File: src/rtl/olip_pkg.sv
package olip_pkg;

   localparam int DEPTH_DEFAULT = 16;

   localparam logic [1:0] OP_PUSH   = 2'd0;
   localparam logic [1:0] OP_INSERT = 2'd1;
   localparam logic [1:0] OP_POP    = 2'd2;
   localparam logic [1:0] OP_NOP    = 2'd3;

   localparam logic [1:0] STATUS_OK    = 2'd0;
   localparam logic [1:0] STATUS_EMPTY = 2'd1;
   localparam logic [1:0] STATUS_RANGE = 2'd2;
   localparam logic [1:0] STATUS_FULL  = 2'd3;

   localparam logic signed [31:0] EMPTY_VALUE = -32'sd1;

   typedef enum logic [1:0] {
      OUT_ZERO,
      OUT_EMPTY,
      OUT_HEAD
   } out_sel_type;

   // controller to datapath, one per accepted item
   typedef struct packed {
      logic        load;     // item accepted this cycle
      logic        insert;   // place key at the insert index
      logic        pop;      // move each cell but the last forward by one
      out_sel_type out_sel;  // source of the result data
   } dp_cmd_type;

endpackage

File: src/rtl/olip_ctrl.sv
module olip_ctrl #(
   parameter int DEPTH = olip_pkg::DEPTH_DEFAULT,
   localparam int CNT_W = $clog2(DEPTH + 1),
   localparam int IDX_W = $clog2(DEPTH)
) (
   input  logic                   clock,
   input  logic                   reset,
   input  logic                   req_valid,
   output logic                   req_stall,
   input  logic [1:0]             req_opcode,
   input  logic [CNT_W-1:0]       req_position,
   output logic                   rsp_valid,
   input  logic                   rsp_stall,
   output logic [1:0]             rsp_status,
   output logic [CNT_W-1:0]       rsp_entry_count,
   output olip_pkg::dp_cmd_type   cmd,
   output logic [IDX_W-1:0]       ins_idx
);

   typedef enum logic {
      S_IDLE,
      S_HOLD
   } state_type;

   localparam logic [CNT_W-1:0] FULL_COUNT = CNT_W'(DEPTH);

   state_type        state_ff, state_in;
   logic [CNT_W-1:0] count_ff, count_in;
   logic [1:0]       status_ff, status_in;
   logic             accept;
   logic             is_full;
   logic             is_empty;
   logic             pos_bad;

   assign req_stall = (state_ff == S_HOLD) && rsp_stall;
   assign accept    = req_valid && !req_stall;
   assign is_full   = (count_ff == FULL_COUNT);
   assign is_empty  = (count_ff == '0);
   assign pos_bad   = (req_position == '0) || (req_position > count_ff);

   always_comb begin
      cmd.load    = accept;
      cmd.insert  = 1'b0;
      cmd.pop     = 1'b0;
      cmd.out_sel = olip_pkg::OUT_ZERO;
      ins_idx     = '0;
      count_in    = count_ff;
      status_in   = status_ff;
      if (accept) begin
         status_in = olip_pkg::STATUS_OK;
         unique case (req_opcode)
            olip_pkg::OP_PUSH: begin
               if (is_full) begin
                  status_in = olip_pkg::STATUS_FULL;
               end else begin
                  cmd.insert = 1'b1;
                  count_in   = count_ff + 1'b1;
               end
            end
            olip_pkg::OP_INSERT: begin
               priority if (is_full) begin
                  status_in = olip_pkg::STATUS_FULL;
               end else if (pos_bad) begin
                  status_in = olip_pkg::STATUS_RANGE;
               end else begin
                  cmd.insert = 1'b1;
                  ins_idx    = IDX_W'(req_position - 1'b1);
                  count_in   = count_ff + 1'b1;
               end
            end
            olip_pkg::OP_POP: begin
               if (is_empty) begin
                  status_in   = olip_pkg::STATUS_EMPTY;
                  cmd.out_sel = olip_pkg::OUT_EMPTY;
               end else begin
                  cmd.pop     = 1'b1;
                  cmd.out_sel = olip_pkg::OUT_HEAD;
                  count_in    = count_ff - 1'b1;
               end
            end
            default: begin
               // no operation
            end
         endcase
      end
   end

   always_comb begin
      priority if (accept) begin
         state_in = S_HOLD;
      end else if (state_ff == S_HOLD && rsp_stall) begin
         state_in = S_HOLD;
      end else begin
         state_in = S_IDLE;
      end
   end

   always_ff @(posedge clock) begin
      if (reset) begin
         state_ff  <= S_IDLE;
         count_ff  <= '0;
         status_ff <= olip_pkg::STATUS_OK;
      end else begin
         state_ff  <= state_in;
         count_ff  <= count_in;
         status_ff <= status_in;
      end
   end

   assign rsp_valid       = (state_ff == S_HOLD);
   assign rsp_status      = status_ff;
   assign rsp_entry_count = count_ff;

endmodule

File: src/rtl/olip_dpath.sv
module olip_dpath #(
   parameter int DEPTH = olip_pkg::DEPTH_DEFAULT,
   localparam int IDX_W = $clog2(DEPTH)
) (
   input  logic                  clock,
   input  olip_pkg::dp_cmd_type  cmd,
   input  logic [IDX_W-1:0]      ins_idx,
   input  logic signed [31:0]    req_key_value,
   output logic signed [31:0]    rsp_data_out
);

   logic signed [31:0] cell_ff [DEPTH];
   logic signed [31:0] cell_in [DEPTH];
   logic signed [31:0] data_ff, data_in;

   // each cell looks only at itself and its two neighbors
   always_comb begin
      for (int i = 0; i < DEPTH; i++) begin
         cell_in[i] = cell_ff[i];
         if (cmd.insert) begin
            if (IDX_W'(i) == ins_idx) begin
               cell_in[i] = req_key_value;
            end else if (i > 0 && IDX_W'(i) > ins_idx) begin
               cell_in[i] = cell_ff[(i > 0) ? i - 1 : 0];
            end
         end else if (cmd.pop && i < DEPTH - 1) begin
            cell_in[i] = cell_ff[(i < DEPTH - 1) ? i + 1 : i];
         end
      end
   end

   always_comb begin
      data_in = data_ff;
      if (cmd.load) begin
         unique case (cmd.out_sel)
            olip_pkg::OUT_EMPTY: data_in = olip_pkg::EMPTY_VALUE;
            olip_pkg::OUT_HEAD:  data_in = cell_ff[0];
            default:             data_in = '0;
         endcase
      end
   end

   always_ff @(posedge clock) begin
      for (int i = 0; i < DEPTH; i++) begin
         cell_ff[i] <= cell_in[i];
      end
      data_ff <= data_in;
   end

   assign rsp_data_out = data_ff;

endmodule

File: src/rtl/ordered_list_insert_pop.sv
// Channel  | Direction | Handshake            | Payload
// req      | in        | req_valid/req_stall  | opcode, key_value, position
// rsp      | out       | rsp_valid/rsp_stall  | data_out, status, entry_count
//
// One item per cycle unless stalled: the whole chain of cells shifts in
// the accept cycle and the result shows in the output register next cycle.
// Reset clears the count and the result valid; cell contents are unknown
// until written and are never read before that.
// A held result stalls the input only while rsp_stall is high.
module ordered_list_insert_pop #(
   parameter int DEPTH = olip_pkg::DEPTH_DEFAULT,
   localparam int CNT_W = $clog2(DEPTH + 1),
   localparam int IDX_W = $clog2(DEPTH)
) (
   input  logic                clock,
   input  logic                reset,
   input  logic                req_valid,
   output logic                req_stall,
   input  logic [1:0]          req_opcode,
   input  logic signed [31:0]  req_key_value,
   input  logic [CNT_W-1:0]    req_position,
   output logic                rsp_valid,
   input  logic                rsp_stall,
   output logic signed [31:0]  rsp_data_out,
   output logic [1:0]          rsp_status,
   output logic [CNT_W-1:0]    rsp_entry_count
);

   // command from the controller to the cell chain
   olip_pkg::dp_cmd_type cmd;
   logic [IDX_W-1:0]     ins_idx;

   // controller: count, status decision, result handshake
   olip_ctrl #(
      .DEPTH (DEPTH)
   ) u_ctrl (
      .clock           (clock),
      .reset           (reset),
      .req_valid       (req_valid),
      .req_stall       (req_stall),
      .req_opcode      (req_opcode),
      .req_position    (req_position),
      .rsp_valid       (rsp_valid),
      .rsp_stall       (rsp_stall),
      .rsp_status      (rsp_status),
      .rsp_entry_count (rsp_entry_count),
      .cmd             (cmd),
      .ins_idx         (ins_idx)
   );

   // datapath: chain of cells and the result data register
   olip_dpath #(
      .DEPTH (DEPTH)
   ) u_dpath (
      .clock         (clock),
      .cmd           (cmd),
      .ins_idx       (ins_idx),
      .req_key_value (req_key_value),
      .rsp_data_out  (rsp_data_out)
   );

endmodule

File: config.mk
export PLATFORM = sky130hd
export DESIGN_NAME = ordered_list_insert_pop
export DESIGN_NICKNAME = d
export VERILOG_FILES = /design/src/rtl/olip_pkg.sv /design/src/rtl/olip_ctrl.sv /design/src/rtl/olip_dpath.sv /design/src/rtl/ordered_list_insert_pop.sv
export SDC_FILE = /design/constraint.sdc
export NUM_CORES = 1
export LEC_CHECK = 0
export ABC_AREA = 1
export BUFFER_PORTS_ARGS = -buffer_cell sky130_fd_sc_hd__buf_4
export CORE_AREA = 2 2 281 283
export CTS_BUF_LIST = sky130_fd_sc_hd__clkbuf_8 sky130_fd_sc_hd__clkbuf_16
export DETAILED_ROUTE_END_ITERATION = 6
export DIE_AREA = 0 0 283 285
export GPL_ROUTABILITY_DRIVEN = 0
export HOLD_SLACK_MARGIN = 0.06
export SKIP_CTS_REPAIR_TIMING = 1
export SLEW_MARGIN = 30
export SYNTH_ARGS = -nofsm -noshare
export SYNTH_HDL_FRONTEND = slang
export SYNTH_SLANG_ARGS = --single-unit
File: constraint.sdc
create_clock -name clock -period 10.6 [get_ports clock]
set_input_delay 0.53 -clock clock [delete_from_list [all_inputs] [get_ports clock]]
set_output_delay 0.53 -clock clock [all_outputs]
set_load 0.03 [all_outputs]
==> run summary, run 1 <==
The global routing met1 resource utilization came out at 28.56%. In the synthesized netlist, the cells that appear most often are nand2_1 (1489), nand3_1 (906), edfxtp_1 (544). The maximum fanout along the worst path works out to 96. In this run the worst hold path is classified as primary input to register. The die height is 285 um, and the layout overhead on the synthesized area is 10.27%. The synthesized netlist devotes 0.08534% of its cell area to XOR and XNOR gates. The number of failing hold endpoints at the final stage was 0.

The number of global-route vias before repair is 23030. The most congested layer reported by global routing was met2. The initial utilization of the core area, before any placement, comes to 39.49%. The run gives 2.408% as the global-route met3 utilization.

By area, the combinational part of the netlist is dominated by simple AND/OR/NAND/NOR gates. By instance count, the leading cell after synthesis is nand2_1. The global-route wire length before repair is 130.7 mm.

The routed layout has 24400 vias. Sequential elements use 53.58% of the synthesized area. The proportion of register bits with asynchronous set or reset after synthesis works out to 0%.

The flow ran to the end, and the final reports show no timing, DRC or antenna violations. The number of storage elements in the synthesis netlist was 552; the net count after synthesis was 3991. Buffers inserted during clock tree synthesis total 59. The switching portion of total power works out to 27.99%.

The die covers 0.08066 sq mm. The area of combinational cells with multiple inputs came out at 0.01131 sq mm. TritonCTS built the clock tree. The minimum setup slack among reg-to-reg paths was 5670 ps. Fill cells in the final layout number 7832.

In this design, the stage delay of the slowest critical-path cell is 820 ps. The clock network accounts for 34.0% of the total power. Summing the areas of all and, or, nand and nor instances in the mapped netlist gives 33.47% of the synthesized area. The post-layout minimum cycle time works out to 4933 ps.

The worst setup path is launched from a register. The internal power consumption was 4.025 mW; the fraction of final layout cells with drive strength greater than 1 was 6.449%. Entering global routing, the biggest net connects 104 pins. The gate count of the mapped netlist is 3936. The startpoint identified for the worst register-to-register timing path is u_ctrl.rsp_entry_count[1].

Counting instances, the worst hold path has a depth of 2. Setup slack closes at 5667 ps. At the placement stage, the worst setup path has a slack of 5172 ps. The flip-flop and latch area was 0.01650 sq mm; the hold slack was 81.02 ps. The prevailing post-synth register cell was edfxtp_1. Ranked by total cell area, the synthesized netlist is headed by edfxtp_1 (53%), nand2_1 (18%), nand3_1 (15%), inv_1 (6.2%), clkbuf_1 (2.3%).

For the top-level port count, the log shows 84. The count of cell types in the netlist is 25, and the floorplan core area is 0.07797 sq mm. Using the TritonRoute via totals, the vias-per-cell ratio works out to 4.937. In this run the power spent charging and discharging nets is 1.565 mW. The start point of the critical path was u_ctrl.rsp_entry_count[1]. Logic gate share of total power: 15.2%. The synthesized design contains 544 enable-type register cells. No sink is reached through more buffers than the 3 on the longest clock path.

The count of nets left with antenna violations after detail routing was 0. Dividing total power by cell area gives a power density of 164.7 mW/mm^2. Area fraction of the dominant cell type after synthesis: 53.06%. The worst reg2reg path depth was 17; the multiplexer share of the synthesized area was 0%. The logs give 630 ps for the clock latency reported for the late side of the worst-skew pair and 0 for the aggregate global routing overflow. Register clock-pin slew on the reported worst setup and hold paths: 60 ps.

The count of final max-slew check failures came out at 0. The tools report the termination of the worst setup path as u_dpath.cell_ff[6][27]. For the DRC violation total after the first TritonRoute iteration, the log shows 2508. The adder-cell share of the synthesized area is 0.5120%. The run gives 0 as the number of antenna violations at the first check in global routing.

Counting stages on the worst path, the most repeated cell is nand2_1. The signal on the critical path passes through inv_1 > ha_1 > nand2_1 > nor2_1 > nand2_1 > nand3_1 > nand2_1 > nand2_1 > a21oi_4 > buf_4 > inv_8 > buf_6 > buf_4 > buf_4 > buf_16 > nand2_1 > nand2_1. The fraction of met2 tracks used by global routing was 31.12%. The number of antenna diodes in the final layout is 0.

Data on the critical path arrives at its endpoint at 5430 ps. The end of the worst register-to-register path is u_dpath.cell_ff[6][27]. The run gives 3900 as the final net count.

The initialized floorplan defines 103 standard-cell rows. Global routing used 19.52% of the available tracks. The clock tree skew after final layout came out at 20.97 ps.

The total half-perimeter wirelength after legalization and detailed placement is 49.51 mm, and the width of the chip is 283 um. Cell with the largest stage delay on the worst path: buf_4. The setup path with the least slack is of type register to register. IR analysis of the VDD net gives a maximum drop of 0.0001237 V. The total negative setup slack was 0 ps; the overall routed net length was 80.61 mm. The total number of H-tree levels came out at 2.

The run gives 0 as the max-cap check violation count. The worst setup path is captured at a register. Setup violations remaining at the end of the flow were counted as 0. The leading area contributor after synthesis was edfxtp_1. At the pin with the least slew margin, the transition time is 989.5 ps. Setup repair after global routing left no endpoint under its margin. The total DRC errors in the routed layout was 0; the leakage power was 15.91 nW. The number of clock sinks seen by CTS was 552; the period utilization was 46.53%. Summing the areas of all compound-gate instances in the mapped netlist gives 2.060% of the synthesized area.

For this run, the top clock speed supported by timing is 202.7 MHz. CTS placed an instance of clkbuf_16 at the clock tree root. For this run, the number of Yosys warnings is 0. The worst-case headroom to the max-slew limit is 34.04%, and the required time of the critical path is 11090 ps. The combined area of all synthesized cells was 0.03079 sq mm. The mean instance size in the synthesized netlist was 7.823 sq um.

The first detailed-routing pass took 6 iterations. The average routed wire per standard cell is 16.31 um, and the portion of total power attributed to sequential cells is 50.8%. Buffers placed on the I/O ports in this run total 83.
[placed cells by master, fill, tap and decap left out, types with 2 or more instances in the layout]
cell type and instances:
nand2_1 1483, nand3_1 905, edfxtp_1 544, inv_1 533, buf_4 133, o21ai_0 74
clkbuf_16 59, a21oi_1 43, nor2_1 18, clkinv_1 13, ha_1 10, clkinv_2 8
dfxtp_1 8, nor2_4 7, o21ai_4 7, nand2_2 6, inv_2 5, nand4_1 5
nor2_2 4, inv_6 3, buf_16 3, buf_12 3, buf_6 3, nor3_2 2
xor2_1 2
[worst max-delay path, delay by kind of cell (launching register included)]
| family | cells | cell delay, ps |
|---|---|---|
| flip-flops | 1 | 410 |
| adder cells (fa/ha/maj) | 1 | 290 |
| AND/OR/NAND/NOR | 8 | 750 |
| AO/OA/AOI/OAI | 1 | 70 |
| buffers and inverters | 7 | 3010 |
[logic make-up after synthesis]
kind of cell,count (synthesis)
AO/OA/AOI/OAI,126
XOR/XNOR,3
adder cells (fa/ha/maj),12
buffers and inverters,810
flip-flops,552
AND/OR/NAND/NOR,2433
[power by group through the flow]
stage               Sequential, mW  Clock (mW)  Combinational [mW]
floorplan                     2.88           0               0.587
global placement              2.88           0               0.827
detailed placement            2.89           0               0.845
CTS                           2.84        1.95               0.849
global route                  2.87        2.03               0.968
finish                        2.84        1.90               0.850
[flip-flops by register name (all words and copies together) (netlist names)]
name	flops
u_ctrl.rsp_status	2
u_dpath.cell_ff	512
u_ctrl.rsp_entry_count	5
u_ctrl.rsp_valid	1
u_dpath.rsp_data_out	32
[worst min path at each step]
stage | start | to | slack (ps)
after floorplan | u_dpath.cell_ff[7][32] | u_dpath.cell_ff[7][0] | 490
after global placement | u_ctrl.rsp_status[0] | u_ctrl.rsp_status[0] | 450
after detailed placement | u_ctrl.rsp_status[0] | u_ctrl.rsp_status[0] | 460
after CTS | reset | u_ctrl.rsp_status[0] | 50
after global routing | reset | u_ctrl.rsp_status[0] | 70
final | reset | u_ctrl.rsp_status[0] | 80
[metal layers]
| metal | vias to the layer above | share of wire (%) |
|---|---|---|
| li1 | 12510 | - |
| met1 | 11170 | 48 |
| met2 | 645 | 45 |
| met3 | 76 | 5.2 |
| met4 | 0 | 1.5 |
| met5 | - | 0 |
[through the flow]
stage               power [mW]  instance area (sq um)  utilization (%)  cells
finish                   5.590                  33950            43.54   4942
global route             5.861                  33950            43.54   4942
CTS                      5.636                  33920            43.50   4941
detailed placement       3.730                  32200            41.30   4833
global placement         3.706                  32120            41.19   4831
floorplan                3.472                  30790                -   3936
[final cells by class]
class / count / area share (%)
Clock inverter: 49 / 0.7076
Multi-Input combinational cell: 2574 / 33.30
Sequential cell: 552 / 48.59
Timing Repair Buffer: 142 / 3.460
Tap cell: 1050 / 3.870
Inverter: 516 / 5.727
Clock buffer: 59 / 4.349
(Power assumes the default switching activity.)
==> inputs of run 2 (changes only) <==
--- a/config.mk
+++ b/config.mk
@@ -5,12 +5,12 @@
 export SDC_FILE = /design/constraint.sdc
 export NUM_CORES = 1
 export LEC_CHECK = 0
-export ABC_AREA = 1
+export ABC_AREA = 0
 export BUFFER_PORTS_ARGS = -buffer_cell sky130_fd_sc_hd__buf_4
-export CORE_AREA = 2 2 281 283
+export CORE_AREA = 2 2 284 286
 export CTS_BUF_LIST = sky130_fd_sc_hd__clkbuf_8 sky130_fd_sc_hd__clkbuf_16
 export DETAILED_ROUTE_END_ITERATION = 6
-export DIE_AREA = 0 0 283 285
+export DIE_AREA = 0 0 286 288
 export GPL_ROUTABILITY_DRIVEN = 0
 export HOLD_SLACK_MARGIN = 0.06
 export SKIP_CTS_REPAIR_TIMING = 1
==> constraint.sdc (replaced) <==
create_clock -name clock -period 5.05 [get_ports clock]
set_input_delay 0.2525 -clock clock [delete_from_list [all_inputs] [get_ports clock]]
set_output_delay 0.2525 -clock clock [all_outputs]
set_load 0.03 [all_outputs]
==> run 2 against run 1 <==
  * Clock power is 120% higher
  * Core utilization is 0.53 points lower
  * Clock-buffer cell count is 2 higher
  * Sequential power is 100% higher
  * Clock skew is 14 ps higher
  * Routed wire length is 30% higher
  * Area after synthesis is 2.0% higher
  * Synthesized cell count is 20% lower
  * Combinational power is 140% higher
  * Sequential share of layout area is 0.44 points lower
  * Power is 110% higher
  * Largest cell class unchanged
==> run summary, run 2 <==
The transition at the pin with the smallest max-transition slack is 1031 ps (was 989.5 ps). Most common cell in the netlist: edfxtp_1 (was nand2_1). For the worst path arrival time, the log shows 4690 ps (was 5430 ps). The run gives 0 (unchanged) as the aggregate global routing overflow. The die height was 288 um (was 285 um).

The worst-case headroom to the max-slew limit came out at 31.26% (was 34.04%). Layout overhead on the synthesized area: 9.062% (was 10.27%). The logs give 2 (unchanged) for the total number of H-tree levels and 0 (unchanged) for the final count of negative-setup-slack endpoints. Uppermost metal layer occupied by signal nets: met4 (unchanged).

The area fraction of the dominant cell type after synthesis was 52.00% (was 53.06%). The initial core utilization was 39.45% (was 39.49%); the routed wire length on met2 was 46.23 mm (was 36.45 mm). The root buffer selected by CTS is clkbuf_16 (unchanged).

The clock power share is 34.7% (was 34.0%). The floorplan die area was 0.08237 sq mm (was 0.08066 sq mm). Power per standard cell area: 345.8 mW/mm^2 (was 164.7 mW/mm^2). Count of placed standard cells including taps: 3872 (was 4833). Detailed-routing iteration count for the pre-antenna-repair pass: 6 (unchanged).

The maximum fanout along the worst path came out at 144 (was 96). Highest-count cells in the layout ignoring fill and taps: edfxtp_1 (544), a21oi_1 (490), a31oi_1 (448), nand4_1 (289), o31ai_1 (257) (was nand2_1 (1483), nand3_1 (905), edfxtp_1 (544), inv_1 (533), buf_4 (133)). The run gives 2938 (was 3900) as the final net count.

For the proportion of synthesized chip area in sequential cells, the log shows 52.51% (was 53.58%). For the max-cap check violation count, the log shows 0 (unchanged). The register clock-pin slew on the reported worst setup and hold paths works out to 60 ps (about the same). The average routed wire per standard cell was 26.26 um (was 16.31 um).

The largest net degree at the start of global routing is 240 (was 104), and the count of nets left with antenna violations after detail routing is 0 (unchanged). The flow ran to the end, and the final reports show no timing, DRC or antenna violations. The internal power consumption was 8.256 mW (was 4.025 mW); the clock tree skew after final layout was 34.78 ps (was 20.97 ps). The run gives 60 (was 59) as the number of clock buffers inserted by TritonCTS. The logic gate share of total power was 17.2% (was 15.2%); the portion of total power attributed to sequential cells was 48.1% (was 50.8%). Required time of the critical path: 5510 ps (was 11090 ps). The count of cell types in the netlist was 65 (was 25). The detailed-route vias per instance was 6.958 (was 4.937). The combined area of all synthesized cells came out at 0.03141 sq mm (was 0.03079 sq mm). The achievable clock frequency was 236.4 MHz (was 202.7 MHz). The final cell count without fillers is 3995 (was 4942), and the total power draw is 11.85 mW (was 5.590 mW). The run gives 0 (unchanged) as the number of failing hold endpoints at the final stage. Leading cell type in the layout, fill and taps excluded: edfxtp_1 (was nand2_1). For the leakage power, the log shows 9.801 nW (was 15.91 nW). The logs give 650 ps (was 630 ps) for the clock latency reported for the late side of the worst-skew pair and 60.15 mm (was 49.51 mm) for the total half-perimeter wirelength after legalization and detailed placement.

The combined global-route utilization of all metal layers is 24.41% (was 19.52%), and the via count is 27800 (was 24400). The number of clock sinks seen by CTS was 552 (unchanged); the count of filler cells inserted in the layout was 7463 (was 7832). The total DRC errors in the routed layout was 0 (unchanged).

Leading area contributor after synthesis: edfxtp_1 (unchanged). The run gives 0 (unchanged) as the count of final max-slew check failures. Post-layout minimum cycle time: 4231 ps (was 4933 ps).

The run gives 44.30 mm (was 38.75 mm) as the wire length on met1. The run gives 0.0002885 V (was 0.0001237 V) as the worst supply voltage drop on vdd. The number of I/O port buffers is 83 (unchanged). The run gives 3196 (was 3991) as the net count after synthesis. The area of combinational cells with multiple inputs came out at 0.01293 sq mm (was 0.01131 sq mm). The period utilization was 83.77% (was 46.53%). The flip-flop and latch area is 0.01650 sq mm (unchanged), and the proportion of register bits with asynchronous set or reset after synthesis is 0% (unchanged). The tools report the endpoint kind of the worst setup timing path as a register (unchanged).

The path category of the worst min-delay check is primary input to register (unchanged). The largest register by flop count was u_dpath.cell_ff (unchanged). The fraction of final layout cells with drive strength greater than 1 works out to 12.07% (was 6.449%). The count of flip-flops with a built-in enable after synthesis is 544 (unchanged), and the switching portion of total power is 30.31% (was 27.99%).

The type of the worst setup path was register to register (unchanged). Setup repair after global routing left no endpoint under its margin. TritonCTS built the clock tree. Synth top cells by count: edfxtp_1 (544), a21oi_1 (490), a31oi_1 (448) (was nand2_1 (1489), nand3_1 (906), edfxtp_1 (544)).

The flip-flop count of the largest register after layout works out to 512 (unchanged). Largest cells by area after synthesis: edfxtp_1 (52%), a31oi_1 (8.9%), a21oi_1 (7.8%), o31ai_1 (6.1%), nand4_1 (5.8%) (was edfxtp_1 (53%), nand2_1 (18%), nand3_1 (15%), inv_1 (6.2%), clkbuf_1 (2.3%)). Mean instance size in the synthesized netlist: 10.00 sq um (was 7.823 sq um).

Number of storage elements in the synthesis netlist: 552 (unchanged). Gate count of the mapped netlist: 3141 (was 3936). The top-level port count was 84 (unchanged); the overall routed net length was 104.9 mm (was 80.61 mm).

The floorplan core area was 0.07964 sq mm (was 0.07797 sq mm); the number of antenna violations at the first check in global routing was 3 (was 0). The met3 layer wire length in the routed design was 10.31 mm (was 4.208 mm); the number of global-route vias before repair was 26240 (was 23030). The width of the chip was 286 um (was 283 um). For the net switching power, the log shows 3.592 mW (was 1.565 mW). The count of synthesis-stage warnings from yosys was 0 (unchanged).

The logs give 161.3 mm (was 130.7 mm) for the global-route wire length before repair and 3 (unchanged) for the clock tree buffer depth. The number of cell rows was 104 (was 103). Prevailing post-synth register cell: edfxtp_1 (unchanged). DRC violation total after the first TritonRoute iteration: 4577 (was 2508).

The tools report the critical path startpoint category as a register (unchanged).
[run 2: cell count changes after synthesis, moves of 257 or more]
cell / previous run / this run
nand2_1: 1489 / 18
nand4_1: 5 / 289
inv_1: 510 / 12
a21oi_1: 43 / 490
nand3_1: 906 / 170
a31oi_1: 0 / 448
o31ai_1: 0 / 257
[run 2: power groups by stage]
stage	Clock, mW	Sequential [mW]	Combinational (mW)
final	4.11	5.70	2.04
after global routing	4.33	5.72	2.18
after CTS	4.16	5.69	1.97
after detailed placement	0	5.77	1.97
after global placement	0	5.77	1.90
after floorplan	0	5.74	1.37
[run 2: layout make-up]
type	count	area share [%]
Sequential cell	552	48.15
Multi-Input combinational cell	2084	37.75
Timing Repair Buffer	170	4.821
Clock buffer	61	4.456
Tap cell	1060	3.871
Clock inverter	50	0.7414
Inverter	15	0.1863
Antenna cell	3	0.02191
[run 2: final timing paths]
path                                           startpoint                endpoint  slack [ps]  cells past startpoint
worst max-delay path            u_ctrl.rsp_entry_count[4]  u_dpath.cell_ff[2][16]         820                      9
worst min-delay path                    req_key_value[13]  u_dpath.cell_ff[7][45]          80                      2
worst max register to register  u_ctrl.rsp_entry_count[4]  u_dpath.cell_ff[2][16]         820                      9
worst min register to register       u_ctrl.rsp_status[0]    u_ctrl.rsp_status[0]         460                      2
[run 2: critical path: stages (launching register included)]
cell and delay, ps:
dfxtp_1 580, clkinv_1 460, ha_1 480, a21o_1 180, nor2_1 100, a21oi_4 290, buf_12 440, buf_4 800
o21ai_0 230, a31oi_1 240
[run 2: cells by family (layout without fill, tap and decap cells)]
group	Yosys count	in the layout	synth area share, %
adders and majority gates	12	12	0.5019
xor gates and xnor gates	4	4	0.1115
other	0	3	0
buffers and inverters	505	296	6.966
AOI/OAI and AO/OA	1435	1435	27.04
DFF	552	552	52.51
and+or+nand+nor	568	568	10.54
muxes	65	65	2.330
[run 2: metrics by stage]
step	hold slack (ps)	utilization (%)	instance area, sq um	setup TNS, ps	setup WS [ps]
floorplan	373.2	-	31410	-11940	-32.33
global route	92.13	43.02	34260	0	636.9
detailed placement	454.4	40.58	32320	0	1033
finish	75.02	43.02	34260	0	819.5
CTS	-215.5	42.82	34100	0	1012
global placement	447.7	40.48	32230	0	1123
[run 2: metal layers]
layer / global-route usage (%) / vias to the layer above
met5: 0 / -
met4: 10.71 / 0
met2: 36.27 / 1818
met3: 3.938 / 192
met1: 35.09 / 13650
li1: - / 12140
